==> src/hw/rtl/tod_pkg.sv <==
// tod_pkg: shared types and constants for the triangle outline rasterizer
// beat structs for the req and rsp channels, csr indexes, action codes
// no dependencies
`timescale 1ns / 1ps
`default_nettype none

package tod_pkg;

   localparam int COORD_W = 16;
   localparam int FRAME_W = 13;
   localparam int COLOR_W = 32;
   localparam int ADDR_W  = 24;
   localparam int CSR_IDX_W = 1;

   // clip compare width and address product width
   localparam int CMP_W = ((COORD_W > FRAME_W) ? COORD_W : FRAME_W) + 1;
   localparam int MUL_W = COORD_W + FRAME_W + 1;

   localparam logic ACT_LOAD = 1'b0;
   localparam logic ACT_TICK = 1'b1;

   localparam logic [CSR_IDX_W-1:0] CSR_FRAME_WIDTH  = 1'd0;
   localparam logic [CSR_IDX_W-1:0] CSR_FRAME_HEIGHT = 1'd1;

   localparam logic [FRAME_W-1:0] FRAME_WIDTH_RESET  = 13'd800;
   localparam logic [FRAME_W-1:0] FRAME_HEIGHT_RESET = 13'd600;

   typedef struct packed {
      logic                      action;
      logic signed [COORD_W-1:0] vertex0_x;
      logic signed [COORD_W-1:0] vertex0_y;
      logic signed [COORD_W-1:0] vertex1_x;
      logic signed [COORD_W-1:0] vertex1_y;
      logic signed [COORD_W-1:0] vertex2_x;
      logic signed [COORD_W-1:0] vertex2_y;
      logic [COLOR_W-1:0]        line_color;
   } req_beat_type;

   typedef struct packed {
      logic signed [COORD_W-1:0] point_x;
      logic signed [COORD_W-1:0] point_y;
      logic                      write_enable;
      logic [ADDR_W-1:0]         frame_address;
      logic [COLOR_W-1:0]        pixel_color;
      logic                      last_point;
   } rsp_beat_type;

endpackage

`default_nettype wire

==> src/hw/rtl/tod_div.sv <==
// tod_div: serial restoring divider, one quotient bit per cycle
// computes (dividend << FRAC_BITS) / divisor for dividend <= divisor
// depends on tod_pkg
`timescale 1ns / 1ps
`default_nettype none

module tod_div
   import tod_pkg::*;
#(
   parameter int FRAC_BITS = 16
) (
   input  wire logic                 clock,
   input  wire logic                 reset,
   input  wire logic                 start,
   input  wire logic [COORD_W-1:0]   dividend,
   input  wire logic [COORD_W-1:0]   divisor,
   output logic                      done,
   output logic [FRAC_BITS:0]        quotient
);

   localparam int CNT_W = $clog2(FRAC_BITS + 1);

   logic                 running_ff, running_in;
   logic                 done_ff, done_in;
   logic [CNT_W-1:0]     cnt_ff, cnt_in;
   logic [COORD_W-1:0]   rem_ff, rem_in;
   logic [COORD_W-1:0]   den_ff, den_in;
   logic [FRAC_BITS:0]   q_ff, q_in;

   logic [COORD_W:0]     trial;
   logic [COORD_W:0]     diff;
   logic                 ge;

   always_comb begin
      if (cnt_ff == '0) begin
         trial = {1'b0, rem_ff};
      end else begin
         trial = {rem_ff, 1'b0};
      end
      ge   = trial >= {1'b0, den_ff};
      diff = trial - {1'b0, den_ff};
   end

   always_comb begin
      running_in = running_ff;
      done_in    = 1'b0;
      cnt_in     = cnt_ff;
      rem_in     = rem_ff;
      den_in     = den_ff;
      q_in       = q_ff;
      if (start) begin
         running_in = 1'b1;
         cnt_in     = '0;
         rem_in     = dividend;
         den_in     = divisor;
         q_in       = '0;
      end else if (running_ff) begin
         rem_in = ge ? diff[COORD_W-1:0] : trial[COORD_W-1:0];
         q_in   = {q_ff[FRAC_BITS-1:0], ge};
         cnt_in = cnt_ff + CNT_W'(1);
         if (cnt_ff == CNT_W'(FRAC_BITS)) begin
            running_in = 1'b0;
            done_in    = 1'b1;
         end
      end
   end

   always_ff @(posedge clock) begin
      if (reset) begin
         running_ff <= 1'b0;
         done_ff    <= 1'b0;
         cnt_ff     <= '0;
      end else begin
         running_ff <= running_in;
         done_ff    <= done_in;
         cnt_ff     <= cnt_in;
      end
   end

   always_ff @(posedge clock) begin
      rem_ff <= rem_in;
      den_ff <= den_in;
      q_ff   <= q_in;
   end

   assign done     = done_ff;
   assign quotient = q_ff;

endmodule

`default_nettype wire

==> src/hw/rtl/triangle_outline_dda_raster_core.sv <==
// triangle outline rasterizer: walks edges v0-v1, v1-v2, v2-v0 with a fixed point dda
// load: req stalls until edge setup through the serial divider tod_div is done
// tick: S_POINT then S_EMIT, which waits on rsp_stall; an edge's last point runs the next setup
// the rsp register holds a point while the next beat is taken; one beat in flight at a time
// synchronous active-high reset: idle, frame 800 x 600, nothing drawing
// depends on tod_pkg and tod_div
`timescale 1ns / 1ps
`default_nettype none

module triangle_outline_dda_raster_core
   import tod_pkg::*;
#(
   parameter int FRAC_BITS = 16
) (
   input  wire logic                  clock,
   input  wire logic                  reset,
   input  wire logic                  req_valid,
   output logic                       req_stall,
   input  wire req_beat_type          req_data,
   output logic                       rsp_valid,
   input  wire logic                  rsp_stall,
   output rsp_beat_type               rsp_data,
   input  wire logic                  csr_valid,
   output logic                       csr_ready,
   input  wire logic [CSR_IDX_W-1:0]  csr_index,
   input  wire logic [FRAME_W-1:0]    csr_wdata
);

   localparam int PW = COORD_W + 2 + FRAC_BITS;
   localparam int SW = FRAC_BITS + 2;

   localparam logic [1:0] EDGE_A = 2'd0;
   localparam logic [1:0] EDGE_B = 2'd1;
   localparam logic [1:0] EDGE_C = 2'd2;

   typedef enum logic [5:0] {
      S_IDLE  = 6'b000001,
      S_POINT = 6'b000010,
      S_EMIT  = 6'b000100,
      S_SETUP = 6'b001000,
      S_DIVX  = 6'b010000,
      S_DIVY  = 6'b100000
   } state_type;

   state_type state_ff, state_in;

   logic                      busy_ff, busy_in;
   logic [1:0]                edge_ff, edge_in;
   logic                      pend_ff, pend_in;
   logic                      last_ff, last_in;
   logic                      rsp_valid_ff, rsp_valid_in;
   logic [FRAME_W-1:0]        fw_ff, fw_in;
   logic [FRAME_W-1:0]        fh_ff, fh_in;

   logic signed [COORD_W-1:0] v0x_ff, v0y_ff, v1x_ff, v1y_ff, v2x_ff, v2y_ff;
   logic signed [COORD_W-1:0] v0x_in, v0y_in, v1x_in, v1y_in, v2x_in, v2y_in;
   logic [COLOR_W-1:0]        color_ff, color_in;
   logic signed [PW-1:0]      pos_x_ff, pos_x_in, pos_y_ff, pos_y_in;
   logic signed [SW-1:0]      step_x_ff, step_x_in, step_y_ff, step_y_in;
   logic [COORD_W-1:0]        steps_ff, steps_in;
   logic                      dx_neg_ff, dx_neg_in, dy_neg_ff, dy_neg_in;
   logic [COORD_W-1:0]        dy_mag_ff, dy_mag_in;
   logic [COORD_W-1:0]        n_ff, n_in;
   logic signed [COORD_W-1:0] px_ff, px_in, py_ff, py_in;
   rsp_beat_type              rsp_data_ff, rsp_data_in;

   // edge setup
   logic signed [COORD_W-1:0] xa, ya, xb, yb;
   logic signed [COORD_W:0]   dx, dy;
   logic [COORD_W:0]          dx_abs, dy_abs;
   logic [COORD_W-1:0]        dx_mag, dy_mag, n_cur;

   // rounding
   logic [PW-1:0]             mag_x, mag_y, rnd_x, rnd_y, half;
   logic [COORD_W-1:0]        rx, ry;

   // clip and address
   logic                      in_frame;
   logic [MUL_W-1:0]          addr_full;

   // divider
   logic                      div_start, div_done;
   logic [COORD_W-1:0]        div_dividend, div_divisor;
   logic [FRAC_BITS:0]        div_q;
   logic signed [SW-1:0]      q_signed;

   logic                      req_take, rsp_free;

   tod_div #(
      .FRAC_BITS (FRAC_BITS)
   ) u_div (
      .clock    (clock),
      .reset    (reset),
      .start    (div_start),
      .dividend (div_dividend),
      .divisor  (div_divisor),
      .done     (div_done),
      .quotient (div_q)
   );

   always_comb begin
      case (edge_ff)
         EDGE_A: begin
            xa = v0x_ff; ya = v0y_ff; xb = v1x_ff; yb = v1y_ff;
         end
         EDGE_B: begin
            xa = v1x_ff; ya = v1y_ff; xb = v2x_ff; yb = v2y_ff;
         end
         default: begin
            xa = v2x_ff; ya = v2y_ff; xb = v0x_ff; yb = v0y_ff;
         end
      endcase
      dx     = {xb[COORD_W-1], xb} - {xa[COORD_W-1], xa};
      dy     = {yb[COORD_W-1], yb} - {ya[COORD_W-1], ya};
      dx_abs = dx[COORD_W] ? -dx : dx;
      dy_abs = dy[COORD_W] ? -dy : dy;
      dx_mag = dx_abs[COORD_W-1:0];
      dy_mag = dy_abs[COORD_W-1:0];
      n_cur  = (dx_mag >= dy_mag) ? dx_mag : dy_mag;
   end

   // round half away from zero
   always_comb begin
      half  = PW'(1) << (FRAC_BITS - 1);
      mag_x = pos_x_ff[PW-1] ? -pos_x_ff : pos_x_ff;
      mag_y = pos_y_ff[PW-1] ? -pos_y_ff : pos_y_ff;
      rnd_x = (mag_x + half) >> FRAC_BITS;
      rnd_y = (mag_y + half) >> FRAC_BITS;
      rx    = pos_x_ff[PW-1] ? -rnd_x[COORD_W-1:0] : rnd_x[COORD_W-1:0];
      ry    = pos_y_ff[PW-1] ? -rnd_y[COORD_W-1:0] : rnd_y[COORD_W-1:0];
   end

   always_comb begin
      in_frame = !px_ff[COORD_W-1] && !py_ff[COORD_W-1]
                 && (CMP_W'(px_ff) < CMP_W'(fw_ff))
                 && (CMP_W'(py_ff) < CMP_W'(fh_ff));
      addr_full = MUL_W'(fw_ff) * MUL_W'(py_ff[COORD_W-2:0])
                  + MUL_W'(px_ff[COORD_W-2:0]);
   end

   assign req_stall = (state_ff != S_IDLE);
   assign req_take  = req_valid && !req_stall;
   assign rsp_free  = !rsp_valid_ff || !rsp_stall;
   assign csr_ready = 1'b1;

   assign div_start    = ((state_ff == S_SETUP) && (n_cur != '0))
                         || ((state_ff == S_DIVX) && div_done);
   assign div_dividend = (state_ff == S_SETUP) ? dx_mag : dy_mag_ff;
   assign div_divisor  = (state_ff == S_SETUP) ? n_cur : n_ff;
   assign q_signed     = SW'(div_q);

   always_comb begin
      state_in     = state_ff;
      busy_in      = busy_ff;
      edge_in      = edge_ff;
      pend_in      = pend_ff;
      last_in      = last_ff;
      rsp_valid_in = rsp_valid_ff;
      fw_in        = fw_ff;
      fh_in        = fh_ff;
      v0x_in = v0x_ff; v0y_in = v0y_ff; v1x_in = v1x_ff;
      v1y_in = v1y_ff; v2x_in = v2x_ff; v2y_in = v2y_ff;
      color_in     = color_ff;
      pos_x_in     = pos_x_ff;
      pos_y_in     = pos_y_ff;
      step_x_in    = step_x_ff;
      step_y_in    = step_y_ff;
      steps_in     = steps_ff;
      dx_neg_in    = dx_neg_ff;
      dy_neg_in    = dy_neg_ff;
      dy_mag_in    = dy_mag_ff;
      n_in         = n_ff;
      px_in        = px_ff;
      py_in        = py_ff;
      rsp_data_in  = rsp_data_ff;

      if (rsp_valid_ff && !rsp_stall) begin
         rsp_valid_in = 1'b0;
      end

      if (csr_valid && csr_ready) begin
         case (csr_index)
            CSR_FRAME_WIDTH:  fw_in = csr_wdata;
            CSR_FRAME_HEIGHT: fh_in = csr_wdata;
            default: ;
         endcase
      end

      case (state_ff)
         S_IDLE: begin
            if (req_take) begin
               if (req_data.action == ACT_LOAD) begin
                  v0x_in   = req_data.vertex0_x;
                  v0y_in   = req_data.vertex0_y;
                  v1x_in   = req_data.vertex1_x;
                  v1y_in   = req_data.vertex1_y;
                  v2x_in   = req_data.vertex2_x;
                  v2y_in   = req_data.vertex2_y;
                  color_in = req_data.line_color;
                  edge_in  = EDGE_A;
                  busy_in  = 1'b1;
                  state_in = S_SETUP;
               end else if (busy_ff) begin
                  state_in = S_POINT;
               end
            end
         end
         S_POINT: begin
            px_in   = rx;
            py_in   = ry;
            last_in = 1'b0;
            pend_in = 1'b0;
            if (steps_ff == '0) begin
               if (edge_ff == EDGE_C) begin
                  last_in = 1'b1;
                  busy_in = 1'b0;
               end else begin
                  edge_in = edge_ff + 2'd1;
                  pend_in = 1'b1;
               end
            end else begin
               pos_x_in = pos_x_ff + PW'(step_x_ff);
               pos_y_in = pos_y_ff + PW'(step_y_ff);
               steps_in = steps_ff - COORD_W'(1);
            end
            state_in = S_EMIT;
         end
         S_EMIT: begin
            if (rsp_free) begin
               rsp_valid_in               = 1'b1;
               rsp_data_in.point_x        = px_ff;
               rsp_data_in.point_y        = py_ff;
               rsp_data_in.write_enable   = in_frame;
               rsp_data_in.frame_address  = in_frame ? addr_full[ADDR_W-1:0] : '0;
               rsp_data_in.pixel_color    = color_ff;
               rsp_data_in.last_point     = last_ff;
               state_in = pend_ff ? S_SETUP : S_IDLE;
            end
         end
         S_SETUP: begin
            pos_x_in  = {{2{xa[COORD_W-1]}}, xa, FRAC_BITS'(0)};
            pos_y_in  = {{2{ya[COORD_W-1]}}, ya, FRAC_BITS'(0)};
            steps_in  = n_cur;
            n_in      = n_cur;
            dx_neg_in = dx[COORD_W];
            dy_neg_in = dy[COORD_W];
            dy_mag_in = dy_mag;
            if (n_cur == '0) begin
               step_x_in = '0;
               step_y_in = '0;
               state_in  = S_IDLE;
            end else begin
               state_in  = S_DIVX;
            end
         end
         S_DIVX: begin
            if (div_done) begin
               step_x_in = dx_neg_ff ? -q_signed : q_signed;
               state_in  = S_DIVY;
            end
         end
         S_DIVY: begin
            if (div_done) begin
               step_y_in = dy_neg_ff ? -q_signed : q_signed;
               state_in  = S_IDLE;
            end
         end
         default: begin
            state_in = S_IDLE;
         end
      endcase
   end

   always_ff @(posedge clock) begin
      if (reset) begin
         state_ff     <= S_IDLE;
         busy_ff      <= 1'b0;
         edge_ff      <= EDGE_A;
         pend_ff      <= 1'b0;
         last_ff      <= 1'b0;
         rsp_valid_ff <= 1'b0;
         fw_ff        <= FRAME_WIDTH_RESET;
         fh_ff        <= FRAME_HEIGHT_RESET;
      end else begin
         state_ff     <= state_in;
         busy_ff      <= busy_in;
         edge_ff      <= edge_in;
         pend_ff      <= pend_in;
         last_ff      <= last_in;
         rsp_valid_ff <= rsp_valid_in;
         fw_ff        <= fw_in;
         fh_ff        <= fh_in;
      end
   end

   always_ff @(posedge clock) begin
      v0x_ff      <= v0x_in;
      v0y_ff      <= v0y_in;
      v1x_ff      <= v1x_in;
      v1y_ff      <= v1y_in;
      v2x_ff      <= v2x_in;
      v2y_ff      <= v2y_in;
      color_ff    <= color_in;
      pos_x_ff    <= pos_x_in;
      pos_y_ff    <= pos_y_in;
      step_x_ff   <= step_x_in;
      step_y_ff   <= step_y_in;
      steps_ff    <= steps_in;
      dx_neg_ff   <= dx_neg_in;
      dy_neg_ff   <= dy_neg_in;
      dy_mag_ff   <= dy_mag_in;
      n_ff        <= n_in;
      px_ff       <= px_in;
      py_ff       <= py_in;
      rsp_data_ff <= rsp_data_in;
   end

   assign rsp_valid = rsp_valid_ff;
   assign rsp_data  = rsp_data_ff;

endmodule

`default_nettype wire
==> config.mk <==
export PLATFORM = sky130hd
export DESIGN_NAME = triangle_outline_dda_raster_core
export DESIGN_NICKNAME = d
export VERILOG_FILES = /design/src/hw/rtl/tod_pkg.sv /design/src/hw/rtl/tod_div.sv /design/src/hw/rtl/triangle_outline_dda_raster_core.sv
export SDC_FILE = /design/constraint.sdc
export NUM_CORES = 2
export LEC_CHECK = 0
export BUFFER_PORTS_ARGS = -buffer_cell sky130_fd_sc_hd__buf_2
export CAP_MARGIN = 20
export CORE_UTILIZATION = 62
export CTS_CLUSTER_SIZE = 16
export DETAILED_ROUTE_END_ITERATION = 10
export GPL_TIMING_DRIVEN = 0
export PLACE_DENSITY = 0.82
export SLEW_MARGIN = 20
export SYNTH_ARGS = -nofsm -noshare
export SYNTH_HDL_FRONTEND = slang
export SYNTH_SLANG_ARGS = --single-unit
==> constraint.sdc <==
create_clock -name clock -period 8.9 [get_ports clock]
set_clock_uncertainty 0.2 [all_clocks]
set_input_delay 0.89 -clock clock [delete_from_list [all_inputs] [get_ports clock]]
set_output_delay 0.89 -clock clock [all_outputs]
set_load 0.01 [all_outputs]
==> impl_metrics.ini <==
[floorplan]
die_x_um = 240
die_y_um = 240
start_util_pct = 63.3
coreArea_sq_um = 55600
rows = 86
boundaryPins = 241
design.die.area_sq_um = 57700

[detailed_routing]
finalWirelength_um = 91700
drc = 0
detail-route-antenna-nets = 0
initialDrtViolationCount = 2395
wire_per_inst_um = 19.7
via_count = 28000
vias_per_cell = 6.04
first_pass_iters = 6

[yosys]
synthDistinctLibCells = 99
synth_compound_area_share_pct = 14.3
syn_area_sq_um = 35200
synth_xor_area_share_pct = 6.62
synth_flop_cell = edfxtp_1
synth_top_family_by_area = adder cells
synth_adder_area_share_pct = 17.2
synth_fp_nets = 4086
synthArstFlopShare_pct = 0
ys_ff_latch = 498
synth_edf_count = 420
avgSynthCellArea_sq_um = 9.93
yosys-mux-area-fraction_pct = 1.72
ys_warn_count = 0
syn_inst = 3546
ys_seq_area_share_pct = 40.3
synthSimpleGateAreaFrac_pct = 14.9

[worst_setup_path]
ff2ff_path_depth = 30
timing.rr.start = edge_ff[1]
crit_top_cell = ha_1
endpoint_kind = register
r2r_slack_ns = 0.47
cp_data_required_time_ns = 9.05
max_stage_delay_ns = 0.68
crit_path_start_kind = register
worstSetupPathType = reg2reg
critical_path_buf_inv_count = 5
rr_endpoint = u_div.rem_ff[7]
cp_slowest_cell = a21oi_1
path_max_fanout = 16
arrival_ns = 8.58
cp_top_family = simple AND/OR/NAND/NOR gates

[clocking]
h-tree-depth = 2
clockBufferDepth = 3
numCtsBuffers = 54
cts_hold_buf = 0
cts_setup_buffers = 0
clkTransAtPathRegs_ns = 0.06
cts_tree = built
cts.root.buffer_cell = clkbuf_16
clock-sinks = 498
clock_latency_ns = 0.63

[final_layout]
post-route-util_pct = 70.9
fin_nets = 4389
area_delta_synth_final_pct = 12.1
final_cell_mix = nand2_1 (427), edfxtp_1 (420), inv_1 (299), nor2_1 (269), buf_2 (248)
final_common_cell = nand2_1
drive_gt1_share_pct = 10.8

[global_routing]
antenna_found_initial = 2
grt_pass1_wl_um = 143000
grt_overflow_total = 0
grt_pass1_vias = 27500
grtUsageTotal_pct = 32.0
grt_max_degree = 86

[sta]
max-slew-margin-rel_pct = 33.0
period_needed_ns = 8.43
period_share_pct = 94.7
rsz0062_at_grt = false
setup_tns_ns = 0
whs_ns = 0.216
clock.fmax_ghz = 0.119
hold_viol_final = 0
drv_slew = 0
worst_pin_slew_ns = 1.00
setup_viol = 0
layout_setup_ws_ns = 0.472

[hold_path]
hp-start = color_ff[23]
hold_depth = 0
hold_path_end = rsp_data[24]
hold_class = reg2reg

[placed_design]
port_buffers = 238
gp_congestion = 0.976
dpl.hpwl_um = 71500
pre_cts_slack_ns = -0.630

[flow_run]
max_cap_violations = 0

[power_and_ir_drop]
power.density_nw_per_um2 = 226
vdd_drop_max_v = 0.000223
p_leak_nw = 16.3

[outcome]
status = complete, no violations
-- how the worst max path moves through the flow --
stage                           start              end  slack, ns  cells after the start
after floorplan           steps_ff[0]      pos_x_ff[0]       1.02                      8
after global placement    steps_ff[0]      pos_x_ff[2]      -2.19                      8
after detailed placement   edge_ff[0]     step_y_ff[3]      -0.63                     31
after CTS                  edge_ff[0]     step_x_ff[5]      0.006                     30
after global routing       edge_ff[0]  u_div.rem_ff[7]       0.02                     29
final                      edge_ff[1]  u_div.rem_ff[7]       0.47                     30
-- sequential cells by signal, indices dropped and copies added (netlist names), 17 cells and up --
register / cells
color_ff: 32
step_x_ff: 18
u_div.quotient: 17
rsp_data: 90
pos_y_ff: 34
step_y_ff: 18
pos_x_ff: 34
-- area by class of cell --
cell class / count / area (sq um)
buffer: 147 / 617
timing repair buffer: 248 / 1450
inverter: 304 / 1150
clock inverter: 30 / 304
tap: 748 / 936
sequential: 498 / 14200
clock buffer: 70 / 1450
multi-input combinational: 2596 / 19400
fill: 4120 / 16200
antenna: 2 / 5.00
-- where the power goes --
| group | leakage [nW] | internal, W | switching [W] |
|---|---|---|---|
| clock network | 0.854 | 0.00127 | 0.000950 |
| registers | 4.35 | 0.00284 | 0.000129 |
| logic | 11.1 | 0.00148 | 0.00223 |
| total | 16.3 | 0.00559 | 0.00331 |
-- routing by layer --
layer | track usage, % | vias to the layer above | wire (um)
met4 | 17.8 | 2 | 5360
met2 | 55.1 | 1174 | 44500
li1 | - | 13100 | -
met3 | 4.88 | 308 | 6370
met5 | 0 | - | 12
met1 | 38.2 | 13400 | 35400
-- what timing repair did --
action,4_1_cts,5_1_grt
resized for setup,8,23
pin swaps,0,0
endpoints found under the setup margin,94,110
-- Yosys cell counts (35+ instances only) --
cell type	count	share of area, %
nand2_1	427	4.6
dfxtp_1	78	4.4
and2_1	87	1.5
nor3_1	59	0.84
xnor2_1	146	3.6
o21ai_0	133	1.9
or3_1	37	0.66
nand3_1	39	0.55
a21oi_1	215	3.1
inv_1	301	3.2
a22o_1	35	0.87
xor2_1	114	2.8
a21o_1	91	1.9
edfxtp_1	420	36
fa_1	154	8.8
clkbuf_1	116	1.2
mux2i_1	48	1.4
nor2_1	270	2.9
o211ai_1	36	0.77
ha_1	238	8.5
-- metrics by stage --
stage | instance area [sq um] | power [W] | instances
6_report | 39500 | 0.00891 | 4643
5_1_grt | 39400 | 0.00941 | 4641
4_1_cts | 39400 | 0.00888 | 4642
3_5_place_dp | 37600 | 0.00664 | 4542
3_3_place_gp | 37300 | 0.00654 | 4532
2_1_floorplan | 35200 | 0.00574 | 3546
-- kinds of logic (layout without fill, tap and decap cells) --
kind of cell    count (synthesis)  after routing
compound gates                764            764
xor+xnor                      263            263
fa+ha+maj                     393            393
buf+inv                       452            799
flops                         498            498
mux                            59             59
other cells                     1              3
simple gates                 1116           1116
(Power assumes the default switching activity.)
